`src/stcr_pkg.sv`:
```
// shared types and constants for the scope trigger column renderer
package stcr_pkg;

  localparam int unsigned LevelW = 4;
  localparam int unsigned IndexW = 8;
  localparam int unsigned StartW = 7;
  localparam int unsigned MaskW  = 16;

  localparam logic [LevelW-1:0] TrigLowLevel  = 4'd7;
  localparam logic [LevelW-1:0] TrigHighLevel = 4'd8;
  localparam logic [IndexW-1:0] TrigFirstIdx  = 8'd9;
  localparam logic [IndexW-1:0] TrigEndIdx    = 8'd100;
  localparam logic [IndexW-1:0] TrigOffset    = 8'd8;
  localparam logic [MaskW-1:0]  FullMask      = 16'hffff;
  localparam logic [LevelW-1:0] TopRow        = 4'd15;

  localparam logic EdgeRising  = 1'b0;
  localparam logic EdgeFalling = 1'b1;

  typedef struct packed {
    logic [MaskW-1:0]  column_mask;
    logic [IndexW-1:0] sample_index;
    logic              trigger_found;
    logic [StartW-1:0] trigger_start;
    logic              capture_last;
  } result_t;

endpackage

```
`src/scope_trigger_column_render.sv`:
```
// scope trigger column renderer: one 16-row bar column and trigger search per sample
//
// in channel: raw_sample and capture_start qualified by in_valid, accepted when
// in_valid is high and in_stall is low. out channel: column_mask, sample_index,
// trigger_found, trigger_start and capture_last qualified by out_valid, taken
// when out_stall is low. cfg_we writes cfg_wdata into the trigger edge register
// (0 rising, 1 falling); write it only while no word is in flight.
// Each sample gives one registered word. One sample per cycle is sustained while
// out_stall is low: the column mask and trigger compare are a single level of
// logic between the input handshake and the output register.
// A one-word skid buffer behind the output register lets one more sample in
// while the receiver stalls; in_stall rises only once that buffer is full.
// A capture holds CAPTURE_LEN-1 samples; capture_start or the end of a capture
// restarts the index and the trigger search.
// Reset (rst, synchronous) empties the output and skid stages, clears the edge
// register and makes the next sample index 0 of a new capture.
module scope_trigger_column_render #(
  parameter int unsigned CAPTURE_LEN = 256
) (
  input  logic                            clk,
  input  logic                            rst,
  input  logic                            cfg_we,
  input  logic                            cfg_wdata,
  input  logic                            in_valid,
  output logic                            in_stall,
  input  logic [5:0]                      raw_sample,
  input  logic                            capture_start,
  output logic                            out_valid,
  input  logic                            out_stall,
  output logic [stcr_pkg::MaskW-1:0]      column_mask,
  output logic [stcr_pkg::IndexW-1:0]     sample_index,
  output logic                            trigger_found,
  output logic [stcr_pkg::StartW-1:0]     trigger_start,
  output logic                            capture_last
);

  localparam logic [stcr_pkg::IndexW-1:0] LastIndex = stcr_pkg::IndexW'(CAPTURE_LEN - 2);
  localparam logic [stcr_pkg::IndexW-1:0] WrapIndex = stcr_pkg::IndexW'(CAPTURE_LEN - 1);

  logic                          trigger_edge;
  logic [stcr_pkg::LevelW-1:0]   prev_level;
  logic [stcr_pkg::IndexW-1:0]   position;
  logic                          found;
  logic [stcr_pkg::StartW-1:0]   start_col;

  stcr_pkg::result_t             out_word;
  stcr_pkg::result_t             skid_word;
  logic                          skid_valid;

  logic                          in_fire;
  logic                          out_free;
  logic                          restart;
  logic [stcr_pkg::LevelW-1:0]   level;
  logic [stcr_pkg::IndexW-1:0]   idx;
  logic                          found_base;
  logic [stcr_pkg::StartW-1:0]   start_base;
  logic [stcr_pkg::LevelW-1:0]   lo;
  logic [stcr_pkg::LevelW-1:0]   hi;
  logic                          edge_ok;
  logic                          hit;
  logic                          is_last;
  logic                          found_next;
  logic [stcr_pkg::StartW-1:0]   start_col_next;
  logic [stcr_pkg::IndexW-1:0]   position_next;
  logic [stcr_pkg::IndexW-1:0]   hit_col;
  stcr_pkg::result_t             new_word;

  assign in_stall = skid_valid;
  assign in_fire  = in_valid && !skid_valid;
  assign out_free = !out_valid || !out_stall;

  always_comb begin
    level      = raw_sample[5:2];
    restart    = capture_start || (position > LastIndex);
    idx        = restart ? '0 : position;
    found_base = restart ? 1'b0 : found;
    start_base = restart ? '0 : start_col;

    // first sample of a capture draws a single dot
    if (idx == '0) begin
      lo = level;
      hi = level;
    end else if (level < prev_level) begin
      lo = level;
      hi = prev_level;
    end else begin
      lo = prev_level;
      hi = level;
    end

    edge_ok = ((trigger_edge == stcr_pkg::EdgeRising) && (prev_level < level)) ||
              ((trigger_edge == stcr_pkg::EdgeFalling) && (prev_level > level));
    hit = (idx != '0) && !found_base &&
          (idx >= stcr_pkg::TrigFirstIdx) && (idx < stcr_pkg::TrigEndIdx) &&
          (lo <= stcr_pkg::TrigLowLevel) && (hi >= stcr_pkg::TrigHighLevel) && edge_ok;

    hit_col        = idx - stcr_pkg::TrigOffset;
    found_next     = found_base || hit;
    start_col_next = hit ? hit_col[stcr_pkg::StartW-1:0] : start_base;
    is_last        = (idx == LastIndex);
    // past the last sample the counter parks beyond it, forcing a restart
    position_next  = is_last ? WrapIndex : idx + 1'b1;

    new_word.column_mask   = (stcr_pkg::FullMask << (stcr_pkg::TopRow - hi)) &
                             (stcr_pkg::FullMask >> lo);
    new_word.sample_index  = idx;
    new_word.trigger_found = found_next;
    new_word.trigger_start = start_col_next;
    new_word.capture_last  = is_last;
  end

  // capture state
  always_ff @(posedge clk) begin
    if (rst) begin
      trigger_edge <= stcr_pkg::EdgeRising;
      prev_level   <= '0;
      position     <= '0;
      found        <= 1'b0;
      start_col    <= '0;
    end else begin
      if (cfg_we) begin
        trigger_edge <= cfg_wdata;
      end
      if (in_fire) begin
        prev_level <= level;
        position   <= position_next;
        found      <= found_next;
        start_col  <= start_col_next;
      end
    end
  end

  // output register with one-word skid buffer
  always_ff @(posedge clk) begin
    if (rst) begin
      out_valid  <= 1'b0;
      skid_valid <= 1'b0;
    end else if (out_free) begin
      if (skid_valid) begin
        out_valid  <= 1'b1;
        skid_valid <= 1'b0;
      end else begin
        out_valid <= in_fire;
      end
    end else if (in_fire) begin
      skid_valid <= 1'b1;
    end
  end

  always_ff @(posedge clk) begin
    if (out_free) begin
      if (skid_valid) begin
        out_word <= skid_word;
      end else if (in_fire) begin
        out_word <= new_word;
      end
    end else if (in_fire) begin
      skid_word <= new_word;
    end
  end

  assign column_mask   = out_word.column_mask;
  assign sample_index  = out_word.sample_index;
  assign trigger_found = out_word.trigger_found;
  assign trigger_start = out_word.trigger_start;
  assign capture_last  = out_word.capture_last;

  a_skid_behind_out: assert property (@(posedge clk) disable iff (rst)
    skid_valid |-> out_valid)
    else $error("skid word held without an output word");

  a_start_zero_until_found: assert property (@(posedge clk) disable iff (rst)
    (out_valid && !trigger_found) |-> (trigger_start == '0))
    else $error("trigger start set without a trigger");

  a_start_in_window: assert property (@(posedge clk) disable iff (rst)
    (out_valid && trigger_found) |->
      ((trigger_start >= 7'd1) && (trigger_start <= 7'd91)))
    else $error("trigger start outside the search window");

  a_last_at_end: assert property (@(posedge clk) disable iff (rst)
    (out_valid && capture_last) |-> (sample_index == LastIndex))
    else $error("last flag away from the final index");

  a_index_follows: assert property (@(posedge clk) disable iff (rst)
    (in_fire && !capture_start && (position != '0) && (position <= LastIndex)) |=>
      (position == $past(position) + 1'b1 || position == WrapIndex))
    else $error("sample index did not advance");

endmodule

```
`config.mk`:
```
export PLATFORM = sky130hd
export DESIGN_NAME = scope_trigger_column_render
export DESIGN_NICKNAME = d
export VERILOG_FILES = /design/src/stcr_pkg.sv /design/src/scope_trigger_column_render.sv
export SDC_FILE = /design/constraint.sdc
export NUM_CORES = 1
export LEC_CHECK = 0
export BUFFER_PORTS_ARGS = -buffer_cell sky130_fd_sc_hd__buf_2
export CAP_MARGIN = 20
export CORE_ASPECT_RATIO = 0.6
export CORE_MARGIN = 1
export CORE_UTILIZATION = 45
export CTS_BUF_LIST = sky130_fd_sc_hd__clkbuf_8
export CTS_CLUSTER_DIAMETER = 80
export DETAILED_ROUTE_END_ITERATION = 6
export HOLD_SLACK_MARGIN = 0.15
export PLACE_DENSITY_LB_ADDON = 0.15
export SLEW_MARGIN = 40
export SYNTH_ARGS = -nofsm -noshare
export SYNTH_HDL_FRONTEND = slang
export SYNTH_SLANG_ARGS = --single-unit
```
`constraint.sdc`:
```
create_clock -name clk -period 9.7 [get_ports clk]
set_input_delay 0.97 -clock clk [delete_from_list [all_inputs] [get_ports clk]]
set_output_delay 0.97 -clock clk [all_outputs]
set_load 0.1 [all_outputs]
```
==> run_results.csv <==
group,metric,value,unit
cts,postCtsHoldBufs,0,
die,num_rows,28,
cts,cts.path.max_buffers,2,
synthesis,muxShareOfSynthArea,5.94,%
die,core_area,0.00995,mm²
placement,place_ws,5730,ps
timing,worstMarginPinSlew,643,ps
route,vias_per_cell,5.76,
timing,rsz0062_at_grt,"false",
final_layout,diodes,0,
synthesis,synthFlopType,"edfxtp_1",
critical_path,cp_max_fo,13,
synthesis,yosys_warnings,0,
cts,cts_sinks,89,
cts,cts_htree_levels,3,
critical_path,cp-end-kind,"flop",
synthesis,yosysSeqAreaShare,52.4,%
timing,tns,0,ps
final_layout,nFillCells,913,
timing,drv_slew,0,
final_layout,final_nets,500,
die,fp.dieW,133,µm
synthesis,synth_compound_area_share,16.1,%
final_layout,syn_to_final_growth,10.6,%
hold_path,whs_path_depth,2,
critical_path,rr_startpoint,"position[6]$_SDFFE_PP0P_",
placement,dp.cells,602,
final_layout,final_util,51.8,%
die,initial_core_util,46.8,%
timing,finalSetupViolations,0,
final_layout,final_cells,618,
pwr,p_leak,0.00191,µW
placement,portBuffers,45,
status,status,"finished clean",
critical_path,criticalPathCategory,"flop to flop",
grt,antenna_found_initial,0,
critical_path,arrival,3920,ps
cts,root_buffer,"clkbuf_8",
pwr,finalPower,872,µW
timing,fin_ws,5890,ps
timing,fin_skew,11.7,ps
synthesis,ys_async_sr_fraction,0,%
placement,finalWeightedCongestion,0.931,
grt,grt_max_degree,53,
route,antenna_left,0,
hold_path,min_to,"start_col[6]$_SDFFE_PP0P_",
final_layout,drive_above_1_share,21.1,%
route,drt-wirelength-per-cell,18.1,µm
pwr,peakVddDrop,70.2,µV
synthesis,yosys.area_share.simple,17.5,%
synthesis,synth-xor-area-share,0.376,%
synthesis,synthAdderAreaFrac,2.42,%
grt,grt_pass1_vias,3135,
grt,grt_pass1_wl,17.7,mm
timing,maxSlewHeadroom,56.4,%
grt,grt_usage,21.9,%
synthesis,synth_top_family_by_area,"simple AND/OR/NAND/NOR gates",
timing,fin_crit,3810,ps
synthesis,synth_area_per_cell,10.3,µm²
cts,cts_buffers,9,
route,vias,3558,
cts,tritoncts,"yes",
die,die_area,0.0108,mm²
route,route.detailed.drc,0,
critical_path,worstPathRequired,9810,ps
synthesis,syn-num-nets,475,
route,finalWirelength,11.2,mm
cts,clock_latency,380,ps
timing,finalCritPeriodShare,39.3,%
critical_path,rr_endpoint,"column_mask[2]$_DFFE_PP_",
pwr,power.density,169,mW/mm²
placement,hpwl,7.88,mm
cts,clk_pin_slew,90,ps
grt,overflow,0,
hold_path,hold_start,"start_col[6]$_SDFFE_PP0P_",
route,dr.pass1.iters,5,
synthesis,synth_cell_types,67,
synthesis,synth_edf_count,66,
critical_path,rr_worst_depth,12,
timing,finalHoldViolCount,0,
cts,postCtsSetupBuffers,0,
route,drt_iter0_markers,322,
die,io_pins,48,
die,die_h,80.8,µm
critical_path,crit_path_start,"position[6]$_SDFFE_PP0P_",
synthesis,syn_area,0.00466,mm²
critical_path,worst-r2r-setup-slack,5890,ps
synthesis,syn_inst,453,
timing,max_freq,262,MHz
synthesis,ys_seq_elements,89,
critical_path,startpoint_type,"flop",
cts,cts_resized,0,
flow_run,drv_cap,0,
hold_path,hold_class,"flop to flop",
## worst max path at each step
stage,to,depth (start not counted)
6_report,column_mask[2]$_DFFE_PP_,12
5_1_grt,column_mask[2]$_DFFE_PP_,12
4_1_cts,column_mask[2]$_DFFE_PP_,12
3_5_place_dp,column_mask[4]$_DFFE_PP_,11
3_3_place_gp,column_mask[4]$_DFFE_PP_,11
2_1_floorplan,column_mask[1]$_DFFE_PP_,11
## layer usage
metal | routed length [µm] | track usage (%) | vias up | part of all wire, %
li1 | - | - | 1722 | -
met1 | 6060 | 35.3 | 1690 | 54
met2 | 4170 | 27.9 | 128 | 37
met3 | 810 | 5.06 | 18 | 7.2
met4 | 148 | 6.82 | 0 | 1.3
met5 | 0 | 0 | - | 0
## power breakdown
part / leakage, µW / total [µW] / internal [µW] / switching [µW]
Combinational: 0.000982 / 174 / 35.8 / 138
Sequential: 0.000826 / 435 / 426 / 8.90
Clock: 0.0000992 / 263 / 121 / 142
Total: 0.00191 / 872 / 583 / 289
## layout by cell type, fill, tap and decap left out, drive strengths merged, types with 11 or more instances in the layout
| master | instances |
|---|---|
| a21oi | 26 |
| buf | 51 |
| dfxtp | 23 |
| edfxtp | 66 |
| inv | 20 |
| mux2 | 18 |
| nand2 | 52 |
| nand3 | 11 |
| nor2 | 32 |
| nor3 | 16 |
| o21ai | 33 |
## metrics by stage
stage | hold slack [ps] | area [µm²]
after floorplan | 443 | 4660
after global placement | 454 | 4920
after detailed placement | 465 | 4950
after CTS | 477 | 5150
after global routing | 498 | 5150
final | 478 | 5150
## critical path, stage by stage, from the launching register on
cell and delay (ps):
dfxtp_1 540, nand4_1 250, nor2_1 190, a31oi_1 100, buf_4 200, nand2_1 160
ha_1 270, inv_1 100, nor4_4 580, or2_1 510, o31a_1 240, a2bb2oi_1 270
o41ai_2 120
## Yosys cell counts, types with 2 or more instances
library cell   n  area [µm²]
o21a_1         2        15.0
o31ai_1       10        75.1
nor4_1         2        12.5
nand2_1       51         191
a211oi_1       3        22.5
nand2b_1      10        62.6
mux2_1         2        22.5
buf_2          3        15.0
o211ai_1       3        22.5
o22ai_1        2        12.5
nor3_1        16        80.1
inv_1         17        63.8
clkbuf_2       3        15.0
a21oi_1       25         125
dfxtp_1       23         460
mux2i_1        6        60.1
o21ai_0       27         135
and4_1         2        17.5
a22oi_1        3        22.5
buf_4          6        45.0
mux2_2        16         180
ha_1           9         113
nor3b_1        4        30.0
o21ai_1        6        30.0
or3_1          4        25.0
xor2_1         2        17.5
nand3_1       11        55.1
or2_2          3        18.8
nor2_1        31         116
buf_1          2        7.51
edfxtp_1      66        1980
and2_1         5        31.3
a31oi_1        8        50.1
nand4b_1       2        17.5
o31a_1         5        43.8
nand4_1        3        18.8
or4_1          2        15.0
and3_1         3        18.8
nor2b_1        3        18.8
clkbuf_1      22        82.6
o32ai_1        4        35.0
## cell type report
class | instances | area, µm² | share of cell area, %
Sequential cell | 89 | 2440 | 47.4
Multi-Input combinational cell | 310 | 1990 | 38.7
Timing Repair Buffer | 51 | 282 | 5.46
Tap cell | 135 | 169 | 3.28
Clock buffer | 9 | 124 | 2.40
Clock inverter | 7 | 77.6 | 1.51
Inverter | 17 | 63.8 | 1.24
## flip-flops by register name (all words and copies together), names as in the netlist
register and cells:
skid_word 33, prev_level 4, column_mask 16, out_valid 1
trigger_edge 1, capture_last 1, position 8, start_col 7
sample_index 8, found 1, trigger_found 1, in_stall 1
trigger_start 7
## cell families after synthesis
family	count (synthesis)
and+or+nand+nor	161
xor gates and xnor gates	2
DFF	89
AOI/OAI and AO/OA	113
adders and majority gates	9
muxes	25
buffers and inverters	54
Note: power is estimated with default switching activity, not from simulation.
